===== config.mk =====
export PLATFORM = sky130hd
export DESIGN_NAME = text_radix_to_byte_decoder
export DESIGN_NICKNAME = d
export VERILOG_FILES = /design/src/rtl/trbd_pkg.sv /design/src/rtl/trbd_front.sv /design/src/rtl/trbd_queue.sv /design/src/rtl/trbd_back.sv /design/src/rtl/text_radix_to_byte_decoder.sv
export SDC_FILE = /design/constraint.sdc
export NUM_CORES = 1
export LEC_CHECK = 0
export ABC_CLOCK_PERIOD_IN_PS = 6000
export BUFFER_PORTS_ARGS = -buffer_cell sky130_fd_sc_hd__buf_2
export CORE_MARGIN = 3
export CORE_UTILIZATION = 50
export DETAILED_ROUTE_END_ITERATION = 8
export PLACE_DENSITY_LB_ADDON = 0.2
export SYNTH_ARGS = -nofsm -noshare
export SYNTH_HDL_FRONTEND = slang
export SYNTH_SLANG_ARGS = --single-unit

===== constraint.sdc =====
create_clock -name clk -period 6 [get_ports clk]
set_input_delay 0.9 -clock clk [delete_from_list [all_inputs] [get_ports clk]]
set_output_delay 0.9 -clock clk [all_outputs]
set_load 0.02 [all_outputs]

===== src/rtl/trbd_pkg.sv =====
// ----------------------------------------------------------------------------
// trbd_pkg
// Shared types and codes for the radix text decoder: modes, commands,
// result kinds, status codes and the decoded-request entry.
// ----------------------------------------------------------------------------
package trbd_pkg;

  localparam int POSITION_BITS = 16;
  localparam int QUEUE_DEPTH   = 4;
  localparam int QPTR_BITS     = $clog2(QUEUE_DEPTH);

  typedef enum logic [1:0] {
    MODE_HEX         = 2'd0,
    MODE_BIN         = 2'd1,
    MODE_B64         = 2'd2,
    MODE_ALL_INVALID = 2'd3
  } trbd_mode_t;

  localparam logic CMD_CHAR = 1'b0;
  localparam logic CMD_END  = 1'b1;

  localparam logic KIND_DATA   = 1'b0;
  localparam logic KIND_STATUS = 1'b1;

  localparam logic [1:0] STATUS_OK         = 2'd0;
  localparam logic [1:0] STATUS_INVALID    = 2'd1;
  localparam logic [1:0] STATUS_INCOMPLETE = 2'd2;

  // One entry holds every result caused by one request: up to three bytes,
  // and, when has_status is set, a status result in the last slot.
  typedef struct packed {
    logic [1:0]               nres;
    logic                     has_status;
    logic [1:0]               status;
    logic [POSITION_BITS-1:0] pos;
    logic [7:0]               b0;
    logic [7:0]               b1;
    logic [7:0]               b2;
  } trbd_entry_t;

endpackage


===== src/rtl/trbd_front.sv =====
// ----------------------------------------------------------------------------
// trbd_front
// Classifies each character, updates the group accumulator, phase and
// position count, and builds one queue entry for the results it causes.
// ----------------------------------------------------------------------------
module trbd_front (
  input  logic                 clk,
  input  logic                 rst,
  input  logic                 mode_wr_en,
  input  logic [1:0]           mode_wr_data,
  input  logic                 req_valid,
  input  logic                 cmd,
  input  logic [7:0]           char_code,
  output logic                 ent_push,
  output trbd_pkg::trbd_entry_t ent
);
  import trbd_pkg::*;

  logic [1:0]               mode;
  logic [23:0]              acc;
  logic [2:0]               phase;
  logic [POSITION_BITS-1:0] count;
  logic                     stopped;

  logic [23:0]              acc_next;
  logic [2:0]               phase_next;
  logic [POSITION_BITS-1:0] count_next;
  logic                     stopped_next;

  logic       is_white, hex_ok, bin_ok, b64_ok, is_pad;
  logic [3:0] hex_val;
  logic [5:0] b64_val;
  logic [23:0] acc_hex, acc_bin, acc_b64;
  logic [7:0] bit_mask;
  logic [1:0] nflush;
  logic [7:0] fb0, fb1;
  logic       incomplete;
  logic       char_ok;

  // Character classes.
  always_comb begin
    is_white = (char_code == 8'h20) || (char_code >= 8'h09 && char_code <= 8'h0D);
    hex_ok   = 1'b1;
    hex_val  = 4'd0;
    if (char_code >= "0" && char_code <= "9") begin
      hex_val = 4'(char_code - "0");
    end else if (char_code >= "A" && char_code <= "F") begin
      hex_val = 4'(char_code - "A" + 8'd10);
    end else if (char_code >= "a" && char_code <= "f") begin
      hex_val = 4'(char_code - "a" + 8'd10);
    end else begin
      hex_ok = 1'b0;
    end
    bin_ok = (char_code == "0") || (char_code == "1");
    is_pad = (char_code == "=");
    b64_ok  = 1'b1;
    b64_val = 6'd0;
    if (char_code >= "A" && char_code <= "Z") begin
      b64_val = 6'(char_code - "A");
    end else if (char_code >= "a" && char_code <= "z") begin
      b64_val = 6'(char_code - "a" + 8'd26);
    end else if (char_code >= "0" && char_code <= "9") begin
      b64_val = 6'(char_code - "0" + 8'd52);
    end else if (char_code == "+") begin
      b64_val = 6'd62;
    end else if (char_code == "/") begin
      b64_val = 6'd63;
    end else begin
      b64_ok = 1'b0;
    end
  end

  // Accumulator candidates, base64 partial-group flush, incomplete flag, char check.
  always_comb begin
    acc_hex  = {acc[19:0], hex_val};
    bit_mask = 8'h80 >> phase;
    acc_bin  = (char_code == "1") ? (acc | {16'd0, bit_mask}) : acc;
    acc_b64  = {acc[17:0], b64_val};
    nflush   = 2'd0;
    fb0      = acc[11:4];
    fb1      = 8'd0;
    if (mode == MODE_B64) begin
      if (phase == 3'd2) begin
        nflush = 2'd1;
      end else if (phase >= 3'd3) begin
        nflush = 2'd2;
        fb0    = acc[17:10];
        fb1    = acc[9:2];
      end
    end
    if (mode == MODE_B64) begin
      incomplete = (phase == 3'd1);
    end else if (mode == MODE_ALL_INVALID) begin
      incomplete = 1'b0;
    end else begin
      incomplete = (phase != 3'd0);
    end
    char_ok = (mode == MODE_HEX && hex_ok) || (mode == MODE_BIN && bin_ok) ||
              (mode == MODE_B64 && (b64_ok || is_pad));
  end

  always_comb begin
    acc_next     = acc;
    phase_next   = phase;
    count_next   = count;
    stopped_next = stopped;
    ent          = '0;
    if (cmd == CMD_END) begin
      if (!stopped) begin
        ent.nres = nflush;
        ent.b0   = fb0;
        ent.b1   = fb1;
      end
      ent.nres       = ent.nres + 2'd1;
      ent.has_status = 1'b1;
      if (incomplete) begin
        ent.status = STATUS_INCOMPLETE;
        ent.pos    = (count != '0) ? count - 1'b1 : count;
      end else begin
        ent.status = stopped ? STATUS_INVALID : STATUS_OK;
        ent.pos    = count;
      end
      acc_next     = '0;
      phase_next   = '0;
      count_next   = '0;
      stopped_next = 1'b0;
    end else if (!stopped) begin
      if (char_ok || (mode != MODE_ALL_INVALID && is_white)) begin
        if (count != '1) begin
          count_next = count + 1'b1;
        end
      end
      if (char_ok) begin
        unique case (mode)
          MODE_HEX: begin
            if (phase != 3'd0) begin
              ent.nres   = 2'd1;
              ent.b0     = acc_hex[7:0];
              acc_next   = '0;
              phase_next = '0;
            end else begin
              acc_next   = acc_hex;
              phase_next = 3'd1;
            end
          end
          MODE_BIN: begin
            if (phase == 3'd7) begin
              ent.nres   = 2'd1;
              ent.b0     = acc_bin[7:0];
              acc_next   = '0;
              phase_next = '0;
            end else begin
              acc_next   = acc_bin;
              phase_next = phase + 3'd1;
            end
          end
          MODE_B64: begin
            if (!is_pad) begin
              acc_next = acc_b64;
              if (phase >= 3'd3) begin
                ent.nres   = 2'd3;
                ent.b0     = acc_b64[23:16];
                ent.b1     = acc_b64[15:8];
                ent.b2     = acc_b64[7:0];
                phase_next = '0;
              end else begin
                phase_next = phase + 3'd1;
              end
            end
          end
          default: begin
          end
        endcase
      end else if (!(mode != MODE_ALL_INVALID && is_white)) begin
        // Invalid character: freeze the position and flush a base64 partial group.
        stopped_next = 1'b1;
        ent.nres     = nflush;
        ent.b0       = fb0;
        ent.b1       = fb1;
      end
    end
  end

  assign ent_push = req_valid && (ent.nres != 2'd0);

  always_ff @(posedge clk) begin
    if (rst) begin
      mode    <= MODE_HEX;
      acc     <= '0;
      phase   <= '0;
      count   <= '0;
      stopped <= 1'b0;
    end else begin
      if (mode_wr_en) begin
        mode <= mode_wr_data;
      end
      if (req_valid) begin
        acc     <= acc_next;
        phase   <= phase_next;
        count   <= count_next;
        stopped <= stopped_next;
      end
    end
  end

endmodule


===== src/rtl/trbd_queue.sv =====
// ----------------------------------------------------------------------------
// trbd_queue
// Short queue of decoded entries between the front and the back part.
// ----------------------------------------------------------------------------
module trbd_queue (
  input  logic                  clk,
  input  logic                  rst,
  input  logic                  wr_en,
  input  trbd_pkg::trbd_entry_t wr_data,
  input  logic                  rd_en,
  output trbd_pkg::trbd_entry_t rd_data,
  output logic                  q_full,
  output logic                  q_empty
);
  import trbd_pkg::*;

  trbd_entry_t          slots [QUEUE_DEPTH];
  logic [QPTR_BITS-1:0] wr_ptr;
  logic [QPTR_BITS-1:0] rd_ptr;
  logic [QPTR_BITS:0]   fill;

  assign q_full  = (fill == (QPTR_BITS+1)'(QUEUE_DEPTH));
  assign q_empty = (fill == '0);
  assign rd_data = slots[rd_ptr];

  always_ff @(posedge clk) begin
    if (wr_en) begin
      slots[wr_ptr] <= wr_data;
    end
  end

  always_ff @(posedge clk) begin
    if (rst) begin
      wr_ptr <= '0;
      rd_ptr <= '0;
      fill   <= '0;
    end else begin
      if (wr_en) begin
        wr_ptr <= wr_ptr + 1'b1;
      end
      if (rd_en) begin
        rd_ptr <= rd_ptr + 1'b1;
      end
      if (wr_en && !rd_en) begin
        fill <= fill + 1'b1;
      end else if (rd_en && !wr_en) begin
        fill <= fill - 1'b1;
      end
    end
  end

endmodule


===== src/rtl/trbd_back.sv =====
// ----------------------------------------------------------------------------
// trbd_back
// Walks the head entry of the queue and presents its results one by one.
// ----------------------------------------------------------------------------
module trbd_back (
  input  logic                       clk,
  input  logic                       rst,
  input  trbd_pkg::trbd_entry_t      head,
  input  logic                       head_valid,
  output logic                       head_done,
  input  logic                       pop,
  output logic                       kind,
  output logic [7:0]                 data_byte,
  output logic [1:0]                 status_code,
  output logic [trbd_pkg::POSITION_BITS-1:0] stop_position,
  output logic                       last
);
  import trbd_pkg::*;

  logic [1:0] slot;
  logic [7:0] byte_sel;

  always_comb begin
    unique case (slot)
      2'd0:    byte_sel = head.b0;
      2'd1:    byte_sel = head.b1;
      default: byte_sel = head.b2;
    endcase
    last = (slot == head.nres - 2'd1);
    // The status result, when present, is always the last slot of an entry.
    kind          = (head.has_status && last) ? KIND_STATUS : KIND_DATA;
    data_byte     = (kind == KIND_DATA) ? byte_sel : 8'd0;
    status_code   = (kind == KIND_STATUS) ? head.status : STATUS_OK;
    stop_position = (kind == KIND_STATUS) ? head.pos : '0;
  end

  assign head_done = pop && head_valid && last;

  always_ff @(posedge clk) begin
    if (rst) begin
      slot <= '0;
    end else if (pop && head_valid) begin
      slot <= last ? 2'd0 : slot + 2'd1;
    end
  end

endmodule


===== src/rtl/text_radix_to_byte_decoder.sv =====
// ----------------------------------------------------------------------------
// text_radix_to_byte_decoder
// Decodes hexadecimal, binary or base64 text to bytes, ending each text
// with one status result.
// ----------------------------------------------------------------------------
//  Channel   Handshake                      Payload
//  input     push / full                    cmd, char_code
//  result    empty / pop                    kind, data_byte, status_code,
//                                           stop_position, last
//  config    encoding_mode_wr_en            encoding_mode
//
// The front takes one request per cycle while the four-entry queue has room;
// one request yields up to three results, and the back delivers one result
// per cycle while pop is held, so the result count per request sets the rate.
// Each request's results are registered in the queue and reach the ports from its head.
// Reset clears the mode to hexadecimal, the decode state and the queue.
// A stalled result side fills the queue and then raises full.
// ----------------------------------------------------------------------------
module text_radix_to_byte_decoder (
  input  logic        clk,
  input  logic        rst,
  input  logic        encoding_mode_wr_en,
  input  logic [1:0]  encoding_mode,
  input  logic        push,
  output logic        full,
  input  logic        cmd,
  input  logic [7:0]  char_code,
  output logic        empty,
  input  logic        pop,
  output logic        kind,
  output logic [7:0]  data_byte,
  output logic [1:0]  status_code,
  output logic [trbd_pkg::POSITION_BITS-1:0] stop_position,
  output logic        last
);
  import trbd_pkg::*;

  trbd_entry_t ent;
  trbd_entry_t head;
  logic        ent_push;
  logic        head_done;
  logic        q_full;
  logic        q_empty;
  logic        req_valid;

  assign full      = q_full;
  assign empty     = q_empty;
  assign req_valid = push && !q_full;

  trbd_front u_front (
    .clk          (clk),
    .rst          (rst),
    .mode_wr_en   (encoding_mode_wr_en),
    .mode_wr_data (encoding_mode),
    .req_valid    (req_valid),
    .cmd          (cmd),
    .char_code    (char_code),
    .ent_push     (ent_push),
    .ent          (ent)
  );

  trbd_queue u_queue (
    .clk     (clk),
    .rst     (rst),
    .wr_en   (ent_push),
    .wr_data (ent),
    .rd_en   (head_done),
    .rd_data (head),
    .q_full  (q_full),
    .q_empty (q_empty)
  );

  trbd_back u_back (
    .clk           (clk),
    .rst           (rst),
    .head          (head),
    .head_valid    (!q_empty),
    .head_done     (head_done),
    .pop           (pop),
    .kind          (kind),
    .data_byte     (data_byte),
    .status_code   (status_code),
    .stop_position (stop_position),
    .last          (last)
  );

endmodule


[Word-level counts from Yosys, hierarchy flattened]
Memory sizes are Yosys's and may differ from the RTL's. A register that Yosys moved wholly into a read port is not among the register bits.
Index checks and enable logic that the tools add are counted.
W data, S select, Z words.
Word-level totals
  register bits after elaboration: 55
  bits in latches: 0
  bits in writable memories: 180
  memory bits (read-only): 0
  bits of input ports: 16
  output and inout bits: 30
  memories: 1
Cells by class
  add/subtract/negate cells: 17
  $mul: 0
  divide/modulo/power cells: 0
  magnitude comparators: 11
  eq/ne operators: 20
  shift operators: 1
  muxes and demuxes: 91
  bitwise operators: 1
  reductions and logical operators: 41
Memories
  u_queue.slots: depth 4, bits a word 45, rd ports 1, clocked after Yosys merged registers in 1, wr ports 1, line trbd_queue.sv:17  | trbd_entry_t slots [QUEUE_DEPTH];
Operators by type and width (count)
  $mux W24: 10
  $mux W16: 11
  $mux W8: 11
  $pmux W24 S3: 1
  $eq A8 B6 Y1 const B: 6
  $le A8 B7 Y1 const B: 4
  $mux W2: 15
  $mux W6: 5
  $mux W3: 8
  $or A24 B8 Y24: 1
  $pmux W8 S3: 1
  $mux W1: 21
  $mux W19: 1
  $mux W18: 1
  $logic_and A1 B1 Y1: 17
  $add A16 B1 Y16 const B: 1
  $ge A8 B7 Y1 const B: 2
  $ne A16 B16 Y1 const B: 1
  $pmux W8 S2: 1
  $reduce_bool A16 Y1: 1
  $sub A16 B1 Y16 const B: 1
  $mux W4: 3
  $sub A6 B6 Y6 const B: 2
  $reduce_bool A2 Y1: 5
  other kinds (34): 52

[Logic depth before layout (Yosys ltp)]
  depth in word-level cells: 18
  gate-level depth with buffers: 17
  mapped depth without buffers: 15

[By module]
A second synthesis with hierarchy kept.
Unflattened totals
  cell total of the unflattened synthesis: 894
  area, all modules: 11646.2 µm²
Modules (own cells, without submodules)
  trbd_queue: instances 1, cells an instance 279, area an instance 6982.9 µm², seq. area each 5585.4 µm²
  trbd_front: instances 1, cells an instance 544, area an instance 4151.5 µm², seq. area each 800.8 µm²
  trbd_back: instances 1, cells an instance 69, area an instance 494.2 µm², seq. area each 40.0 µm²
  text_radix_to_byte_decoder: instances 1, cells an instance 2, area an instance 17.5 µm², seq. area each 0.0 µm²

[Worst setup path before layout]
OpenSTA, ideal clock, no wires.
  kind: in2reg
  start: input port char_code[1]
  end: memory u_queue.slots[0][0] in the netlist's numbering (enable)
  setup time: 0.407 ns
  data arrival time: 4.278 ns
  setup slack: 1.315 ns
  stages: 12
  path buffers: 2
  path through: buf_2 inv_1 ha_1 nor2b_1 o221a_2 nor4_4 a2111o_1 buf_6 o21ai_2 a211oi_1 o31a_4 and2_1
Between the ends
  word-level cells in the longest chain between the ends: 16
  elaborated cells on any way between the ends: 49
Ends and longest elaborated chain
  from (decl): line text_radix_to_byte_decoder.sv:27  | input logic [7:0] char_code,
  parallel branches: the longest is 9 deep, another holds $ge A8 B7 Y1
  $mux W2 *: line trbd_front.sv:133  | if (char_ok) begin
  $mux W2 *: line trbd_front.sv:127  | end else if (!stopped) begin
  $mux W2 *: line trbd_front.sv:108  | if (cmd == CMD_END) begin
  $reduce_bool A2 Y1 *: line trbd_front.sv:184  | assign ent_push = req_valid && (ent.nres != 2'd0);
  $logic_and A1 B1 Y1 *: line trbd_front.sv:184
  net ent_push: line text_radix_to_byte_decoder.sv:40  | logic ent_push;
  $mux W1 *: line trbd_queue.sv:27  | if (wr_en) begin
  $mux W1 (not written as such) *: line trbd_queue.sv:28  | slots[wr_ptr] <= wr_data;
  to (decl): line trbd_queue.sv:17
Mark *: on every way through the listed nets, which the timed path passes.

[Worst setup path after layout]
  start: input port char_code[1]
  end: register u_queue.fill[2]
Between the ends
  word-level cells in the longest chain between the ends: 17
  elaborated cells on any way between the ends: 52
Ends and longest elaborated chain
  parallel branches: the longest is 9 deep, another holds $ge A8 B7 Y1
  $mux W2 *: line trbd_front.sv:133
  $mux W2 *: line trbd_front.sv:127
  $mux W2 *: line trbd_front.sv:108
  $reduce_bool A2 Y1 *: line trbd_front.sv:184
  $logic_and A1 B1 Y1 *: line trbd_front.sv:184
  net ent_push: line text_radix_to_byte_decoder.sv:40
  $logic_not A1 Y1: line trbd_queue.sv:46  | end else if (rd_en && !wr_en) begin
  $logic_and A1 B1 Y1: line trbd_queue.sv:46
  $reduce_bool A2 Y1 (no line)
  to (signal assigned): line trbd_queue.sv:45  | fill <= fill + 1'b1;
  to (signal assigned): line trbd_queue.sv:47  | fill <= fill - 1'b1;
  to (decl): line trbd_queue.sv:20  | logic [QPTR_BITS:0] fill;
Marked as above.
A chain may end at the register's enable or synchronous reset.

==> impl_metrics.yaml <==
run_status:
  outcome: "complete, no violations"
detailed_routing:
  via_per_inst: 5.867
  ant_nets: 0
  firstDrtPassIters: 4
  drc_errors: 0
  vias: 7668
  finalWirelength_um: 26310
  wl_per_cell_um: 20.13
  drt_first_iter_violations: 523
timing:
  max-slew-margin-rel_pct: 23.56
  setup_viol: 0
  fin_tns_setup_ps: 0
  hold_viol: 0
  finalCritPeriodShare_pct: 76.63
  whs_ps: 485.6
  fmax_mhz: 217.5
  worstMarginPinSlew_ps: 1142
  fin_worst_skew_ps: 10.83
  fin_crit_ps: 4598
  rsz0062_at_grt: "false"
  final-max-slew-violation-count: 0
job:
  max_cap_violations: 0
clock_network:
  hold_buffers: 0
  clk_path_buf_depth: 3
  numCtsBuffers: 25
  h-tree-depth: 1
  clkTransAtPathRegs_ps: 60
  cts_setup_buffers: 0
  cts_tree: "built"
  post_cts_resized: 0
  clockRootBuffer: "clkbuf_16"
  clock_sinks: 231
  clk_latency_ps: 520
synthesis:
  yosys.area_share.simple_pct: 12.34
  synth_nets: 1003
  synth-edff-count: 180
  postSynthCellCount: 950
  yosys_register_bits: 231
  yosysSeqAreaShare_pct: 54.98
  synthXorXnorAreaFrac_pct: 2.473
  avgSynthCellArea_sq_um: 12.30
  yosys.area_share.adder_pct: 4.025
  synth_top_family_by_area: "compound AO/OA/AOI/OAI gates"
  synthesis.area_sq_um: 11690
  synth.area.mux_share_pct: 10.52
  synth_cell_types: 79
  synth_flop_cell: "edfxtp_1"
  synth-compound-area-share_pct: 12.43
  async_flop_share_pct: 0
  yosys_warnings: 0
critical_path:
  start_kind: "input pin"
  critPathMaxStageDelay_ps: 460
  ff2ff_path_depth: 15
  path_class: "input pin to flip-flop"
  path_max_fanout: 14
  critPathSlowestCell: "nor4_4"
  required_ps: 6450
  cp_num_buf_inv: 3
  timing.rr.start: "u_front.phase[2]"
  reg2reg_slack_ps: 2190
  r2r_end: "u_queue.fill[2]"
  critPathArrivalTime_ps: 5050
  crit_family: "compound AO/OA/AOI/OAI gates"
  endpoint_kind: "flip-flop"
  cp_cell_sequence: "buf_2 > inv_1 > ha_1 > nor2b_1 > o221a_2 > nor4_4 > a2111o_1 > o21ai_2 > a211oi_1 > o31a_4 > ha_1 > inv_1 > fa_1 > xor2_1 > or3_1 > a21oi_1"
layout:
  final_cell_mix: "edfxtp_1 (180), nor2_1 (87), nand2_1 (71)"
  diodes: 0
  final_nets: 1029
  area_delta_synth_final_pct: 11.08
  fill_cells: 1865
  drive_gt1_share_pct: 17.20
  multi_input_area_sq_um: 4890
  regArea_sq_um: 6431
  mostFrequentLayoutCell: "edfxtp_1"
global_route:
  grt_max_degree: 46
  grt_pass1_vias: 7442
  grt_util_all_layers_pct: 20.63
  grt_first_pass_wirelength_um: 42120
  antenna_found_initial: 1
  grt_remaining_overflow: 0
floorplanning:
  initial_core_util_pct: 51.31
  core_area_sq_um: 22780
  dieHeight_um: 158.9
  die_w_um: 158.9
  row_count: 55
  io_pins: 46
  die-area_sq_um: 25250
placement:
  gp_congestion: 0.9220
  dp_hpwl_um: 17840
  io_buffers: 45
min_path:
  worstHoldStart: "u_back.slot[1]"
  min_to: "u_back.slot[1]"
  hp-class: "flip-flop to flip-flop"
  whs_path_depth: 2
power_and_ir_drop:
  ir_drop_v: 0.0002188
  p_leak_nw: 4.495
  p_per_area_nw_per_um2: 324.6
## power breakdown
part / leakage [nW] / internal [W] / switching, W
Sequential: 2.09 / 0.00182 / 0.0000523
Clock: 0.391 / 0.000898 / 0.000602
Combinational: 2.01 / 0.000318 / 0.000521
Total: 4.50 / 0.00304 / 0.00118
## worst max-delay path by stage
| stage | end | cells past startpoint | slack (ps) | from |
|---|---|---|---|---|
| floorplan | u_queue.slots[0][0] | 12 | 1320 | char_code[1] |
| global placement | u_queue.fill[2] | 16 | 1000 | char_code[1] |
| detailed placement | u_queue.fill[2] | 16 | 930 | char_code[1] |
| CTS | u_queue.fill[2] | 16 | 1450 | char_code[1] |
| global route | u_queue.fill[2] | 16 | 1130 | char_code[0] |
| finish | u_queue.fill[2] | 16 | 1400 | char_code[1] |
## cells by family (layout without fill, tap and decap cells)
group / Yosys count / count (layout)
AO/OA/AOI/OAI: 199 / 199
XOR/XNOR: 33 / 33
multiplexers: 66 / 66
flip-flops: 231 / 231
AND/OR/NAND/NOR: 288 / 288
adder cells (fa/ha/maj): 37 / 37
buffers and inverters: 96 / 140
## per-layer routing
metal	global-route usage [%]	wire length, um	vias up
met5	0	0	-
met4	3.979	363	0
met3	2.478	1492	27
met2	31.95	11820	257
met1	31.80	12640	3737
li1	-	-	3647
## cells in the mapped netlist (21+ instances only)
cell | number | area [sq um]
inv_1 | 37 | 138.9
mux4_2 | 45 | 1013
nand2_1 | 71 | 266.5
a21oi_1 | 70 | 350.3
and3_1 | 21 | 131.4
o21ai_0 | 21 | 105.1
edfxtp_1 | 180 | 5405
clkbuf_1 | 41 | 153.9
ha_1 | 36 | 450.4
nor2_1 | 87 | 326.6
dfxtp_1 | 51 | 1021
xnor2_1 | 23 | 201.4
## flip-flops by register name, summed over array words and instances (netlist names), named ones only
register         flops
u_queue.slots      180
u_front.stopped      1
u_back.slot          2
u_queue.rd_ptr       2
u_queue.wr_ptr       2
u_queue.fill         3
u_front.phase        3
u_front.count       16
u_front.mode         2
u_front.acc         18
## worst reg2reg max path, stage by stage (launching register included)
cell	delay (ps)
dfxtp_1	470
inv_1	160
ha_1	260
a21oi_1	240
o21ai_0	110
nand2_1	410
inv_1	100
a2111o_1	430
o311a_1	200
o31a_4	340
ha_1	240
inv_1	70
fa_1	170
xor2_1	70
or3_1	320
a21oi_1	140
## cell type report
type | count | share of cell area, %
clock buffers | 29 | 4.934
well taps | 313 | 3.017
repair buffers | 57 | 2.429
flip-flops and latches | 231 | 49.54
multi-input cells | 623 | 37.66
clock inverters | 16 | 1.320
inverters | 38 | 1.099
## stage by stage
step                total power (W)  cells  area (sq um)  util (%)  worst slack (ps)
floorplan                  0.002498    950         11690         -              1315
global placement           0.002743   1262         12170     53.43             999.3
detailed placement         0.002753   1262         12170     53.43             934.4
CTS                        0.004250   1307         12980     57.00              1446
global route               0.004405   1307         12980     57.00              1131
finish                     0.004214   1307         12980     57.00              1402
(Power assumes the default switching activity.)
